==> config.mk <==
export PLATFORM = sky130hd
export DESIGN_NAME = json_object_token_parser_core
export DESIGN_NICKNAME = d
export VERILOG_FILES = /design/src/jotp_pkg.sv /design/src/jotp_front.sv /design/src/jotp_queue.sv /design/src/jotp_back.sv /design/src/json_object_token_parser_core.sv
export SDC_FILE = /design/constraint.sdc
export NUM_CORES = 1
export LEC_CHECK = 0
export BUFFER_PORTS_ARGS = -buffer_cell sky130_fd_sc_hd__buf_2
export CAP_MARGIN = 10
export CORE_UTILIZATION = 31
export CTS_BUF_LIST = sky130_fd_sc_hd__clkbuf_8
export CTS_CLUSTER_DIAMETER = 120
export DETAILED_ROUTE_END_ITERATION = 6
export PLACE_DENSITY = 0.54
export RECOVER_POWER = 100
export SYNTH_ARGS = -nofsm -noshare
export SYNTH_HDL_FRONTEND = slang
export SYNTH_SLANG_ARGS = --single-unit
==> constraint.sdc <==
create_clock -name i_clk -period 3.9 [get_ports i_clk]
set_clock_uncertainty 0.05 [all_clocks]
set_input_delay 0.585 -clock i_clk [delete_from_list [all_inputs] [get_ports i_clk]]
set_output_delay 0.585 -clock i_clk [all_outputs]
set_load 0.005 [all_outputs]
==> src/jotp_pkg.sv <==
// Shared types and constants for the JSON object token parser.
package jotp_pkg;

    localparam int QDEPTH = 4;
    localparam int QAW    = $clog2(QDEPTH);
    localparam int QCW    = $clog2(QDEPTH + 1);

    typedef enum logic [3:0] {
        CL_BLANK  = 4'd0,
        CL_LBRACE = 4'd1,
        CL_RBRACE = 4'd2,
        CL_LBRACK = 4'd3,
        CL_RBRACK = 4'd4,
        CL_QUOTE  = 4'd5,
        CL_BSLASH = 4'd6,
        CL_COLON  = 4'd7,
        CL_COMMA  = 4'd8,
        CL_DIGIT  = 4'd9,
        CL_DOT    = 4'd10,
        CL_MINUS  = 4'd11,
        CL_T      = 4'd12,
        CL_F      = 4'd13,
        CL_N      = 4'd14,
        CL_OTHER  = 4'd15
    } t_cls;

    typedef struct packed {
        logic [7:0] byte_val;
        logic       last;
        t_cls       cls;
    } t_qent;

    typedef enum logic [3:0] {
        EV_NONE     = 4'd0,
        EV_KEYCHAR  = 4'd1,
        EV_KEYEND   = 4'd2,
        EV_STRCHAR  = 4'd3,
        EV_STREND   = 4'd4,
        EV_NUMCHAR  = 4'd5,
        EV_NUMEND   = 4'd6,
        EV_TRUE     = 4'd7,
        EV_FALSE    = 4'd8,
        EV_NULL     = 4'd9,
        EV_OPEN     = 4'd10,
        EV_CLOSE    = 4'd11,
        EV_NUMCLOSE = 4'd12
    } t_event;

    localparam logic [1:0] STAT_RUN  = 2'd0;
    localparam logic [1:0] STAT_DONE = 2'd1;
    localparam logic [1:0] STAT_ERR  = 2'd2;

    localparam logic [1:0] LIT_TRUE  = 2'd0;
    localparam logic [1:0] LIT_FALSE = 2'd1;
    localparam logic [1:0] LIT_NULL  = 2'd2;

    typedef enum logic [12:0] {
        ST_START     = 13'b0000000000001,
        ST_KEY_OPEN  = 13'b0000000000010,
        ST_IN_KEY    = 13'b0000000000100,
        ST_COLON     = 13'b0000000001000,
        ST_VALUE     = 13'b0000000010000,
        ST_ARRAY     = 13'b0000000100000,
        ST_LITERAL   = 13'b0000001000000,
        ST_NUMBER    = 13'b0000010000000,
        ST_STRING    = 13'b0000100000000,
        ST_CLOSE_COM = 13'b0001000000000,
        ST_COMMA_END = 13'b0010000000000,
        ST_DONE      = 13'b0100000000000,
        ST_ERROR     = 13'b1000000000000
    } t_state;

    function automatic logic [2:0] lit_len(input logic [1:0] kind);
        logic [2:0] len;
        unique case (kind)
            LIT_FALSE: len = 3'd5;
            default:   len = 3'd4;
        endcase
        return len;
    endfunction

    function automatic logic [7:0] lit_char(input logic [1:0] kind, input logic [2:0] pos);
        logic [7:0] ch;
        ch = 8'h00;
        unique case (kind)
            LIT_TRUE: begin
                unique case (pos)
                    3'd0: ch = "t";
                    3'd1: ch = "r";
                    3'd2: ch = "u";
                    3'd3: ch = "e";
                    default: ch = 8'h00;
                endcase
            end
            LIT_FALSE: begin
                unique case (pos)
                    3'd0: ch = "f";
                    3'd1: ch = "a";
                    3'd2: ch = "l";
                    3'd3: ch = "s";
                    3'd4: ch = "e";
                    default: ch = 8'h00;
                endcase
            end
            LIT_NULL: begin
                unique case (pos)
                    3'd0: ch = "n";
                    3'd1: ch = "u";
                    3'd2: ch = "l";
                    3'd3: ch = "l";
                    default: ch = 8'h00;
                endcase
            end
            default: ch = 8'h00;
        endcase
        return ch;
    endfunction

endpackage

==> src/jotp_front.sv <==
// Front end: classify each incoming byte and push it toward the queue.
module jotp_front (
    input  logic                  i_valid,
    input  logic [7:0]            i_data_byte,
    input  logic                  i_last,
    input  logic                  i_q_full,
    output logic                  o_stall,
    output logic                  o_push,
    output jotp_pkg::t_qent       o_ent
);
    import jotp_pkg::*;

    t_cls cls;

    always_comb begin
        priority if (i_data_byte == 8'd32 || (i_data_byte >= 8'd9 && i_data_byte <= 8'd13)) begin
            cls = CL_BLANK;
        end else if (i_data_byte >= "0" && i_data_byte <= "9") begin
            cls = CL_DIGIT;
        end else begin
            unique case (i_data_byte)
                "{":     cls = CL_LBRACE;
                "}":     cls = CL_RBRACE;
                "[":     cls = CL_LBRACK;
                "]":     cls = CL_RBRACK;
                "\"":    cls = CL_QUOTE;
                "\\":    cls = CL_BSLASH;
                ":":     cls = CL_COLON;
                ",":     cls = CL_COMMA;
                ".":     cls = CL_DOT;
                "-":     cls = CL_MINUS;
                "t":     cls = CL_T;
                "f":     cls = CL_F;
                "n":     cls = CL_N;
                default: cls = CL_OTHER;
            endcase
        end
    end

    assign o_stall = i_q_full;
    assign o_push  = i_valid && !i_q_full;
    assign o_ent   = '{byte_val: i_data_byte, last: i_last, cls: cls};

endmodule

==> src/jotp_queue.sv <==
// Short queue of classified bytes between front and back ends.
module jotp_queue (
    input  logic                     i_clk,
    input  logic                     i_rst_n,
    input  logic                     i_push,
    input  jotp_pkg::t_qent          i_ent,
    input  logic                     i_pop,
    output logic                     o_full,
    output logic                     o_nonempty,
    output jotp_pkg::t_qent          o_ent,
    output logic [jotp_pkg::QCW-1:0] o_level
);
    import jotp_pkg::*;

    t_qent            r_mem [QDEPTH];
    logic [QAW-1:0]   r_wp, n_wp;
    logic [QAW-1:0]   r_rp, n_rp;
    logic [QCW-1:0]   r_cnt, n_cnt;
    logic             do_pop;

    assign o_full     = (r_cnt == QCW'(QDEPTH));
    assign o_nonempty = (r_cnt != '0);
    assign o_ent      = r_mem[r_rp];
    assign o_level    = r_cnt;
    assign do_pop     = i_pop && o_nonempty;

    always_comb begin
        n_wp  = i_push ? r_wp + 1'b1 : r_wp;
        n_rp  = do_pop ? r_rp + 1'b1 : r_rp;
        n_cnt = r_cnt + QCW'(i_push) - QCW'(do_pop);
    end

    always_ff @(posedge i_clk) begin
        if (!i_rst_n) begin
            r_wp  <= '0;
            r_rp  <= '0;
            r_cnt <= '0;
        end else begin
            r_wp  <= n_wp;
            r_rp  <= n_rp;
            r_cnt <= n_cnt;
        end
    end

    always_ff @(posedge i_clk) begin
        if (i_push) begin
            r_mem[r_wp] <= i_ent;
        end
    end

endmodule

==> src/jotp_back.sv <==
// Back end: grammar state machine, depth counter and registered result.
module jotp_back #(
    parameter int MAX_DEPTH = 16
) (
    input  logic              i_clk,
    input  logic              i_rst_n,
    input  logic              i_q_nonempty,
    input  jotp_pkg::t_qent   i_ent,
    output logic              o_pop,
    input  logic              i_stall,
    output logic              o_valid,
    output logic [3:0]        o_event_res,
    output logic [7:0]        o_char_out,
    output logic [4:0]        o_depth,
    output logic [1:0]        o_status
);
    import jotp_pkg::*;

    localparam int DW = $clog2(MAX_DEPTH + 1);

    t_state          r_state, n_state;
    logic            r_esc, n_esc;
    logic            r_dot, n_dot;
    logic [1:0]      r_kind, n_kind;
    logic [2:0]      r_pos, n_pos;
    logic [DW-1:0]   r_depth, n_depth;
    logic            r_ov;
    logic [3:0]      r_ev;
    logic [7:0]      r_ch;
    logic [4:0]      r_dep;
    logic [1:0]      r_stat;

    t_event          ev;
    logic            take;
    logic [DW-1:0]   dec_depth;
    t_state          after_cur;
    t_state          after_dec;
    logic            lit_ok;
    logic [2:0]      pos_inc;
    logic [7:0]      ch;
    logic [1:0]      stat;

    assign take = i_q_nonempty && (!r_ov || !i_stall);
    assign o_pop = take;

    always_comb begin
        n_state   = r_state;
        n_esc     = r_esc;
        n_dot     = r_dot;
        n_kind    = r_kind;
        n_pos     = r_pos;
        n_depth   = r_depth;
        ev        = EV_NONE;
        dec_depth = r_depth - DW'(r_depth != '0);
        after_cur = (r_depth != '0) ? ST_CLOSE_COM : ST_COMMA_END;
        after_dec = (dec_depth != '0) ? ST_CLOSE_COM : ST_COMMA_END;
        pos_inc   = r_pos + 3'd1;
        lit_ok    = (r_pos < lit_len(r_kind)) && (lit_char(r_kind, r_pos) == i_ent.byte_val);

        if (r_state == ST_DONE || r_state == ST_ERROR) begin
            n_state = r_state;
        end else if (i_ent.cls == CL_BLANK && r_state != ST_IN_KEY
                     && r_state != ST_STRING) begin
            n_state = r_state;
        end else begin
            unique case (r_state)
                ST_START: begin
                    n_state = (i_ent.cls == CL_LBRACE) ? ST_KEY_OPEN : ST_ERROR;
                end
                ST_KEY_OPEN: begin
                    priority if (i_ent.cls == CL_RBRACE) begin
                        n_state = ST_DONE;
                    end else if (i_ent.cls == CL_QUOTE) begin
                        n_esc   = 1'b0;
                        n_state = ST_IN_KEY;
                    end else begin
                        n_state = ST_ERROR;
                    end
                end
                ST_IN_KEY, ST_STRING: begin
                    priority if (r_esc) begin
                        n_esc = 1'b0;
                        ev    = (r_state == ST_IN_KEY) ? EV_KEYCHAR : EV_STRCHAR;
                    end else if (i_ent.cls == CL_BSLASH) begin
                        n_esc = 1'b1;
                    end else if (i_ent.cls == CL_QUOTE) begin
                        if (r_state == ST_IN_KEY) begin
                            n_state = ST_COLON;
                            ev      = EV_KEYEND;
                        end else begin
                            n_state = after_cur;
                            ev      = EV_STREND;
                        end
                    end else begin
                        ev = (r_state == ST_IN_KEY) ? EV_KEYCHAR : EV_STRCHAR;
                    end
                end
                ST_COLON: begin
                    n_state = (i_ent.cls == CL_COLON) ? ST_VALUE : ST_ERROR;
                end
                ST_VALUE, ST_ARRAY: begin
                    if (r_state == ST_ARRAY && i_ent.cls == CL_RBRACK) begin
                        n_depth = dec_depth;
                        n_state = after_dec;
                        ev      = EV_CLOSE;
                    end else begin
                        unique case (i_ent.cls)
                            CL_QUOTE: begin
                                n_esc   = 1'b0;
                                n_state = ST_STRING;
                            end
                            CL_T, CL_F, CL_N: begin
                                n_kind  = (i_ent.cls == CL_T) ? LIT_TRUE :
                                          (i_ent.cls == CL_F) ? LIT_FALSE : LIT_NULL;
                                n_pos   = 3'd1;
                                n_state = ST_LITERAL;
                            end
                            CL_MINUS, CL_DIGIT: begin
                                n_dot   = 1'b0;
                                n_state = ST_NUMBER;
                                ev      = EV_NUMCHAR;
                            end
                            CL_LBRACK: begin
                                if (r_depth >= DW'(MAX_DEPTH)) begin
                                    n_state = ST_ERROR;
                                end else begin
                                    n_depth = r_depth + DW'(1);
                                    n_state = ST_ARRAY;
                                    ev      = EV_OPEN;
                                end
                            end
                            default: n_state = ST_ERROR;
                        endcase
                    end
                end
                ST_LITERAL: begin
                    if (lit_ok) begin
                        n_pos = pos_inc;
                        if (pos_inc == lit_len(r_kind)) begin
                            unique case (r_kind)
                                LIT_TRUE:  ev = EV_TRUE;
                                LIT_FALSE: ev = EV_FALSE;
                                default:   ev = EV_NULL;
                            endcase
                            n_pos   = 3'd0;
                            n_state = after_cur;
                        end
                    end else begin
                        n_state = ST_ERROR;
                    end
                end
                ST_NUMBER: begin
                    priority if (i_ent.cls == CL_DIGIT) begin
                        ev = EV_NUMCHAR;
                    end else if (i_ent.cls == CL_DOT) begin
                        if (r_dot) begin
                            n_state = ST_ERROR;
                        end else begin
                            n_dot = 1'b1;
                            ev    = EV_NUMCHAR;
                        end
                    end else if (r_depth == '0) begin
                        priority if (i_ent.cls == CL_COMMA) begin
                            n_state = ST_KEY_OPEN;
                            ev      = EV_NUMEND;
                        end else if (i_ent.cls == CL_RBRACE) begin
                            n_state = ST_DONE;
                            ev      = EV_NUMEND;
                        end else begin
                            n_state = ST_ERROR;
                        end
                    end else begin
                        priority if (i_ent.cls == CL_COMMA) begin
                            n_state = ST_ARRAY;
                            ev      = EV_NUMEND;
                        end else if (i_ent.cls == CL_RBRACK) begin
                            n_depth = dec_depth;
                            n_state = after_dec;
                            ev      = EV_NUMCLOSE;
                        end else begin
                            n_state = ST_ERROR;
                        end
                    end
                end
                ST_CLOSE_COM: begin
                    priority if (i_ent.cls == CL_RBRACK) begin
                        n_depth = dec_depth;
                        n_state = after_dec;
                        ev      = EV_CLOSE;
                    end else if (i_ent.cls == CL_COMMA) begin
                        n_state = ST_ARRAY;
                    end else begin
                        n_state = ST_ERROR;
                    end
                end
                ST_COMMA_END: begin
                    priority if (i_ent.cls == CL_COMMA) begin
                        n_state = ST_KEY_OPEN;
                    end else if (i_ent.cls == CL_RBRACE) begin
                        n_state = ST_DONE;
                    end else begin
                        n_state = ST_ERROR;
                    end
                end
                default: n_state = ST_ERROR;
            endcase
        end

        if (i_ent.last && n_state != ST_DONE) begin
            n_state = ST_ERROR;
        end

        ch = (ev == EV_KEYCHAR || ev == EV_STRCHAR || ev == EV_NUMCHAR) ?
             i_ent.byte_val : 8'h00;
        stat = (n_state == ST_DONE) ? STAT_DONE :
               (n_state == ST_ERROR) ? STAT_ERR : STAT_RUN;
    end

    always_ff @(posedge i_clk) begin
        if (!i_rst_n) begin
            r_state <= ST_START;
            r_esc   <= 1'b0;
            r_dot   <= 1'b0;
            r_kind  <= 2'd0;
            r_pos   <= 3'd0;
            r_depth <= '0;
            r_ov    <= 1'b0;
        end else begin
            if (take) begin
                r_state <= n_state;
                r_esc   <= n_esc;
                r_dot   <= n_dot;
                r_kind  <= n_kind;
                r_pos   <= n_pos;
                r_depth <= n_depth;
                r_ov    <= 1'b1;
            end else if (!i_stall) begin
                r_ov    <= 1'b0;
            end
        end
    end

    always_ff @(posedge i_clk) begin
        if (take) begin
            r_ev   <= ev;
            r_ch   <= ch;
            r_dep  <= 5'(n_depth);
            r_stat <= stat;
        end
    end

    assign o_valid     = r_ov;
    assign o_event_res = r_ev;
    assign o_char_out  = r_ch;
    assign o_depth     = r_dep;
    assign o_status    = r_stat;

endmodule

==> src/json_object_token_parser_core.sv <==
// Top level of the JSON object token parser: front end, queue and back end.
// Takes one byte of a flat JSON object per transfer and returns one token
// transfer per byte, in order: the event, the byte for character events, the
// array depth after the byte and a running/complete/error status. One byte per
// clock is sustained while the output side does not stall. A byte lands in the
// four-entry queue, and the grammar state machine reads the queue head directly
// and loads its result register, from which the byte's result is offered.
// The input stalls only while the queue is full, and the queue fills only while
// the output side stalls. Once complete or in error the block stays so until
// reset. Arrays nest up to MAX_DEPTH levels.
module json_object_token_parser_core #(
    parameter int MAX_DEPTH = 16
) (
    input  logic       i_clk,
    input  logic       i_rst_n,
    input  logic       i_valid,
    output logic       o_stall,
    input  logic [7:0] i_data_byte,
    input  logic       i_last,
    output logic       o_valid,
    input  logic       i_stall,
    output logic [3:0] o_event_res,
    output logic [7:0] o_char_out,
    output logic [4:0] o_depth,
    output logic [1:0] o_status
);
    import jotp_pkg::*;

    t_qent            f_ent;
    t_qent            q_ent;
    logic             f_push;
    logic             q_full;
    logic             q_nonempty;
    logic             b_pop;
    logic [QCW-1:0]   q_level;

    jotp_front u_front (
        .i_valid     (i_valid),
        .i_data_byte (i_data_byte),
        .i_last      (i_last),
        .i_q_full    (q_full),
        .o_stall     (o_stall),
        .o_push      (f_push),
        .o_ent       (f_ent)
    );

    jotp_queue u_queue (
        .i_clk      (i_clk),
        .i_rst_n    (i_rst_n),
        .i_push     (f_push),
        .i_ent      (f_ent),
        .i_pop      (b_pop),
        .o_full     (q_full),
        .o_nonempty (q_nonempty),
        .o_ent      (q_ent),
        .o_level    (q_level)
    );

    jotp_back #(
        .MAX_DEPTH (MAX_DEPTH)
    ) u_back (
        .i_clk        (i_clk),
        .i_rst_n      (i_rst_n),
        .i_q_nonempty (q_nonempty),
        .i_ent        (q_ent),
        .o_pop        (b_pop),
        .i_stall      (i_stall),
        .o_valid      (o_valid),
        .o_event_res  (o_event_res),
        .o_char_out   (o_char_out),
        .o_depth      (o_depth),
        .o_status     (o_status)
    );

    a_queue_bound: assert property (@(posedge i_clk) disable iff (!i_rst_n)
        q_level <= QCW'(QDEPTH))
        else $error("queue level exceeds depth");

    a_pop_gives_result: assert property (@(posedge i_clk) disable iff (!i_rst_n)
        b_pop |=> o_valid)
        else $error("popped byte produced no result");

    a_stall_only_full: assert property (@(posedge i_clk) disable iff (!i_rst_n)
        o_stall |-> (q_level == QCW'(QDEPTH)) && $past(o_valid))
        else $error("input stalled without a full queue");

    a_depth_bound: assert property (@(posedge i_clk) disable iff (!i_rst_n)
        o_valid |-> (MAX_DEPTH > 31) || (o_depth <= 5'(MAX_DEPTH)))
        else $error("depth beyond limit");

    a_char_only_chars: assert property (@(posedge i_clk) disable iff (!i_rst_n)
        (o_valid && o_event_res != EV_KEYCHAR && o_event_res != EV_STRCHAR
         && o_event_res != EV_NUMCHAR) |-> (o_char_out == 8'h00))
        else $error("char output on a non-character event");

endmodule

==> summary.txt, run 1 <==
Status
  • Run status: completed

Synthesis
  • Top FF cell, synth: edfxtp_1
  • Yosys top cell area share: 31.50%
  • Number of synthesized flops with an enable pin: 71
  • Post-synthesis cell count: 702
  • Asr flop ratio synth: 0%
  • Synthesized cell area: 0.006768 mm2
  • Cell variety after synth: 86
  • Register area share after synthesis: 41.86%
  • Yosys warnings: 0
  • Mean Syn Cell Area: 9.641 um2
  • Dominant cells by area after synthesis: edfxtp_1 32%, dfxtp_1 10%, mux4_2 5.0%, nor2_1 3.5%, ha_1 3.1%
  • Area leader, netlist: edfxtp_1
  • Seq cells post-synth: 106
  • Syn Nets: 733

CTS
  • Clk sinks: 106
  • Clk buf depth: 2
  • Clk_lat worst skew: 0.41 ns
  • Clk root buf: clkbuf_8
  • CTS Hold Bufs: 0
  • Clock transition at path regs: 0.12 ns
  • Max H-tree Level: 3
  • Inserted Clock Buffers: 9
  • TritonCTS clock tree: built

Pwr
  • Combinational Power Share: 46.9%
  • Leak: 2.737 nW
  • Overall power: 4.388 mW
  • Psw: 1.785 mW
  • Clk pwr share: 16.9%
  • Reg power frac: 36.1%
  • Switch share: 40.68%
  • Largest voltage drop on the vdd net: 0.2070 mV
  • Power density cells: 562.7 mW/mm2
  • Internal power: 2.603 mW

Critical path
  • Startpoint types: flop
  • Crit Reg-Reg Endpoint: u_back.o_status[1]
  • Crit Path Class: flop to flop
  • Crit. End Element: flop
  • R2R depth: 14
  • FF-to-FF Start: u_back.r_depth[1]
  • Arrival time worst endpoint: 3.91 ns
  • Required @ worst endpoint: 4.01 ns
  • Crit Path Max Fanout: 5
  • Reg-to-reg slack, setup: 0.1 ns

Drt
  • Total routed wirelength: 18680 um
  • Via density: 5.545
  • Drt first-iter violations: 562
  • First-pass iteration count of the detailed router: 5
  • DRC: 0
  • Final ANT Viol Nets: 0
  • Total number of vias: 5761
  • Wire per inst: 17.98 um

Floorplan
  • Rows: 53
  • Die height: 149.8 um
  • Boundary pin count: 34
  • Core area: 0.02122 mm2
  • Die area: 0.02243 mm2
  • Die Wd: 149.8 um
  • Initial core utilization: 31.89%

Global routing
  • First-pass GRT wire length: 29260 um
  • Gr usage total: 17.14%
  • Initial antenna violation count: 0
  • Grt total ovfl: 0
  • Largest net degree at the start of global routing: 24
  • Vias in the first global route: 5307

STA
  • Slew HR: 21.01%
  • Final setup fails: 0
  • Max Slew Vio Count: 0
  • Worst-margin pin slew: 1.185 ns
  • Timing-limited maximum frequency: 263.1 MHz
  • Fin. Hold Viols: 0
  • Fin crit period: 3.801 ns
  • Final period utilization: 97.46%
  • Hold Slack: 0.3729 ns
  • Worst setup margin: 0.09922 ns

Worst hold path
  • WHS Endpoint: u_back.o_valid
  • Worst min-delay path category: primary input to flop
  • WHS Path Cells: 3
  • HP Start: i_stall

Placed design
  • Placed Area: 0.007525 mm2
  • RePlAce Congestion: 0.9888
  • Dpl ws: 0.03910 ns
  • Port-buffer cells: 33
  • Placed Cells: 1019
  • Hpwl dp: 14080 um

Layout
  • N_diodes: 0
  • Multi-input gate area: 0.003725 mm2
  • Register area: 0.002836 mm2
  • Fill cells: 2154
  • Area grow syn2layout: 15.22%
  • Share of cells above drive strength 1: 17.54%
  • Layout Cells excl Fill: 1039
  • Final Cell Area: 0.007797 mm2
  • Fin nets: 790

Job
  • Max Cap Violations: 0
==> through the flow <==
stage | utilization (%) | TNS [ns]
final | 36.75 | 0
after global routing | 36.75 | -0.05953
after CTS | 36.50 | 0
after detailed placement | 35.46 | 0
after global placement | 35.46 | -0.04090
after floorplan | - | 0
==> synth_stat cells (7+ instances only) <==
library cell / n
a31oi_1: 10
a21oi_1: 31
nand2_1: 51
nand4_1: 10
nor2_1: 64
nand2b_1: 19
nor2b_1: 17
nand3_1: 22
mux4_2: 15
inv_1: 27
xor2_1: 12
or3_1: 10
and2_1: 16
clkbuf_1: 38
ha_1: 17
edfxtp_1: 71
nor3_1: 30
nor4_1: 13
dfxtp_1: 35
o21ai_0: 36
nor3b_1: 7
xnor2_1: 7
==> power groups by stage <==
stage | clock, mW | combinational (mW) | sequential (mW)
2_1_floorplan | 0 | 1.29 | 1.57
3_5_place_dp | 0 | 1.94 | 1.61
6_report | 0.742 | 2.06 | 1.59
5_1_grt | 0.801 | 2.26 | 1.62
3_3_place_gp | 0 | 1.94 | 1.61
4_1_cts | 0.768 | 1.95 | 1.58
==> sequential cells by signal, indices dropped and copies added, names as in the netlist, 2 cells and up, named ones only <==
name / count
u_queue.r_wp: 2
u_back.r_state: 13
u_back.o_status: 2
u_back.o_event_res: 4
u_back.r_kind: 2
u_queue.r_rp: 2
u_back.o_char_out: 8
u_back.r_pos: 3
u_back.o_depth: 5
u_queue.o_level: 3
u_queue.r_mem: 52
u_back.r_depth: 5
==> worst max-delay path by stage <==
stage / startpoint / to / slack (ns) / depth (start not counted)
2_1_floorplan: u_back.r_depth[1] / u_back.o_status[1] / 0.009 / 15
3_3_place_gp: flop / u_back.o_char_out[0] / -0.04 / 10
3_5_place_dp: flop / u_back.o_status[1] / 0.04 / 9
4_1_cts: flop / u_back.o_char_out[0] / 0.02 / 10
5_1_grt: u_back.r_depth[1] / u_back.r_state[8] / -0.02 / 15
6_report: u_back.r_depth[1] / u_back.o_status[1] / 0.1 / 14
==> cells in the final DEF, fill, tap and decap left out, drive strengths merged, types with 19 or more instances in the layout <==
master	synthesis	routed
a21oi	31	31
dfxtp	35	35
inv	27	31
nand2	51	51
nand3	22	22
buf	8	62
nor2	64	64
nor3	31	31
clkbuf	38	39
o21ai	37	37
edfxtp	71	71
nand2b	19	19
==> kinds of logic after synthesis <==
kind of cell / synth area share, %
AND/OR/NAND/NOR: 25.22
adder cells (fa/ha/maj): 3.439
flip-flops: 41.86
buffers and inverters: 4.326
XOR/XNOR: 2.459
AO/OA/AOI/OAI: 16.64
multiplexers: 6.064
==> critical path, stage by stage, from the launching register on <==
cell	delay (ns)
dfxtp_2	0.34
inv_2	0.08
ha_2	0.17
nor4b_4	0.23
inv_2	0.10
ha_4	0.18
ha_4	0.26
nand2_1	0.05
or4_4	0.52
nor3b_4	0.17
a221o_1	0.28
a41o_1	0.25
or4_4	0.44
o21a_4	0.26
o21ba_1	0.17
==> layout make-up <==
class,count,area share (%)
Multi-Input combinational cell,523,47.77
Sequential cell,106,36.38
Timing Repair Buffer,92,7.317
Tap cell,275,4.413
Clock buffer,9,1.589
Inverter,27,1.300
Clock inverter,7,1.236
==> what timing repair did <==
| item | in CTS | in global routing |
|---|---|---|
| setup endpoints to repair | 4 | 18 |
| buffers inserted | 0 | 4 |
| resized for setup | 1 | 16 |
| pin swaps | 0 | 4 |
==> layer usage <==
layer	share of wire [%]	up-vias	routed length, um	GRT usage (%)
met2	46	216	8669	27.80
li1	-	2763	-	-
met1	45	2735	8418	22.86
met4	2.9	0	546	6.616
met5	0	-	0	0
met3	5.6	47	1043	2.622
Power figures use the tool's default switching activity.
==> run 2: changes to the inputs <==
==> constraint.sdc (replaced) <==
create_clock -name i_clk -period 3.3 [get_ports i_clk]
set_clock_uncertainty 0.05 [all_clocks]
set_input_delay 0.495 -clock i_clk [delete_from_list [all_inputs] [get_ports i_clk]]
set_output_delay 0.495 -clock i_clk [all_outputs]
set_load 0.005 [all_outputs]
==> summary.txt, run 2 (same netlist as run 1, synthesis figures left out) <==
Floorplan
  • Core area: 0.02122 mm2 (unchanged)
  • Die Wd: 149.8 um (unchanged)
  • Die area: 0.02243 mm2 (unchanged)
  • Initial core utilization: 31.89% (unchanged)
  • Rows: 53 (unchanged)
  • Die height: 149.8 um (unchanged)
  • Boundary pin count: 34 (unchanged)

CTS
  • Clk_lat worst skew: 0.40 ns (about the same)
  • CTS Hold Bufs: 0 (unchanged)
  • Clock transition at path regs: 0.10 ns (-0.02 ns)
  • TritonCTS clock tree: built
  • Clk buf depth: 2 (unchanged)
  • Inserted Clock Buffers: 9 (unchanged)
  • Clk sinks: 106 (unchanged)
  • Max H-tree Level: 3 (unchanged)
  • Clk root buf: clkbuf_8

STA
  • RSZ-0062 raised after global routing: yes
  • Sum Neg Setup Slack: -4.330 ns (-4.330 ns)
  • Slew HR: 25.34% (+4.3 points)
  • Timing-limited maximum frequency: 278.4 MHz (+5.8%)
  • Fin. Hold Viols: 0 (unchanged)
  • Final period utilization: 108.8% (+11 points)
  • Fin crit period: 3.592 ns (-0.2090 ns)
  • Final setup fails: 19 (+19)
  • Hold Slack: 0.3124 ns (-0.06051 ns)
  • Max Slew Vio Count: 0 (unchanged)
  • Worst setup margin: -0.2918 ns (-0.3910 ns)
  • Worst-margin pin slew: 1.119 ns (-0.06556 ns)

Layout
  • Fill cells: 2084 (-3.2%)
  • Share of cells above drive strength 1: 31.69% (+14 points)
  • N_diodes: 0 (unchanged)
  • Layout Cells excl Fill: 1146 (+10%)
  • Fin nets: 897 (+14%)
  • Leading cell type in the layout, fill and taps excluded: buf_4
  • Largest register by flop count: u_queue.r_mem
  • Core Util, Final: 41.49% (+4.7 points)
  • Area grow syn2layout: 30.08%
  • Max reg flops: 52 (unchanged)
  • Most frequent cells in the layout: 149 x buf_4, 71 x edfxtp_1, 61 x nor2_1, 48 x nand2_1, 31 x o21ai_0

Global routing
  • Vias in the first global route: 5793 (+9.2%)
  • Initial antenna violation count: 0 (unchanged)
  • Gr usage total: 17.77% (+0.63 points)
  • Grt total ovfl: 0 (unchanged)
  • First-pass GRT wire length: 30750 um (+5.1%)
  • Largest net degree at the start of global routing: 24 (unchanged)

Worst hold path
  • WHS Endpoint: u_back.o_valid
  • HP Start: i_stall
  • WHS Path Cells: 3 (unchanged)
  • Worst min-delay path category: primary input to flop

Critical path
  • WP buf/inv: 2 (unchanged)
  • Reg-to-reg slack, setup: -0.29 ns (-0.39 ns)
  • Crit-path slowest cell: or4_4
  • Crit. End Element: flop
  • Crit Path Max Fanout: 4 (-1)
  • FF-to-FF Start: u_back.r_depth[1]
  • Delay-heaviest family, CP: simple AND/OR/NAND/NOR gates
  • Most frequent CP cell: ha_4
  • Crit Reg-Reg Endpoint: u_back.o_status[1]
  • Required @ worst endpoint: 3.40 ns (-0.61 ns)
  • Startpoint types: flop
  • Arrival time worst endpoint: 3.69 ns (-0.22 ns)
  • R2R depth: 14 (unchanged)
  • Crit Path Class: flop to flop
  • Slowest stage delay, CP: 0.51 ns (about the same)
  • CP cell instances: inv_4 > ha_4 > nor4b_4 > inv_2 > ha_4 > ha_4 > nand2_2 > or4_4 > nor3b_2 > a221o_1 > a41o_1 > or4_4 > o21a_4 > o21ba_1

Status
  • Run status: finished, violations left
  • Failing checks: negative setup slack

Drt
  • Total number of vias: 6034 (+4.7%)
  • Final ANT Viol Nets: 0 (unchanged)
  • DRC: 0 (unchanged)
  • Drt first-iter violations: 566 (+0.71%)
  • Total routed wirelength: 19150 um (+2.5%)
  • First-pass iteration count of the detailed router: 5 (unchanged)
  • Wire per inst: 16.71 um (-7.0%)
  • Via density: 5.265 (-5.0%)

Placed design
  • Hpwl dp: 14780 um (+5.0%)
  • Placed Cells: 1112 (+9.1%)
  • RePlAce Congestion: 0.8976 (-9.2%)
  • Port-buffer cells: 33 (unchanged)

Pwr
  • Power density cells: 637.3 mW/mm2 (+13%)
  • Overall power: 5.610 mW (+28%)
  • Largest voltage drop on the vdd net: 0.3185 mV (+54%)
  • Leak: 3.285 nW (+20%)

Job
  • Max Cap Violations: 0 (unchanged)
## run 2: where the power goes
group          leakage [nW]  switching [mW]  internal [mW]
sequential            0.946           0.122           1.72
combinational          2.23            1.54           1.39
clock                 0.105           0.525          0.306
total                  3.29            2.18           3.43
## run 2: worst max path at each step
stage,start,cells past startpoint,slack [ns],endpoint
2_1_floorplan,u_back.r_depth[1],15,-0.51,u_back.o_status[1]
6_report,u_back.r_depth[1],14,-0.29,u_back.o_status[1]
5_1_grt,u_back.r_depth[1],15,-0.40,u_back.r_state[4]
4_1_cts,u_back.r_depth[1],15,-0.30,u_back.r_state[8]
3_3_place_gp,u_back.r_depth[1],14,-0.34,u_back.o_status[1]
3_5_place_dp,u_back.r_depth[1],15,-0.39,u_back.r_state[8]
## run 2: tightest hold or removal path: cells and delay by family
kind,cells,cell delay [ns]
buffers and inverters,1,0.11
and+or+nand+nor,1,0.06
AOI/OAI and AO/OA,1,0.05
## run 2: repair_timing
| action | 4_1_cts | 5_1_grt |
|---|---|---|
| setup endpoints to repair | 26 | 31 |
| pin swaps | 15 | 20 |
| buffers inserted | 8 | 11 |
| gates resized for setup | 33 | 26 |
## run 2: per-layer routing
metal  vias up  share of wire [%]  GRT usage (%)
met3        24                3.7          2.805
met5         -                  0              0
met1      2897                 47          23.75
met2       139                 47          28.87
li1       2974                  -              -
met4         0                2.0          6.515
## run 2: cell type report
| cell class | count | area [um2] | area share [%] |
|---|---|---|---|
| clock buffers | 9 | 123.9 | 1.407 |
| clock inverters | 7 | 91.34 | 1.038 |
| inverters | 27 | 106.4 | 1.208 |
| multi-input cells | 523 | 3859 | 43.83 |
| flip-flops and latches | 106 | 2841 | 32.28 |
| well taps | 275 | 344.1 | 3.908 |
| repair buffers | 199 | 1438 | 16.33 |
## run 2: metrics by stage
step / instance area, um2 / worst slack (ns)
finish: 8803 / -0.2918
global route: 8803 / -0.3980
CTS: 8692 / -0.2989
detailed placement: 8299 / -0.3887
global placement: 8299 / -0.3450
floorplan: 6844 / -0.5128
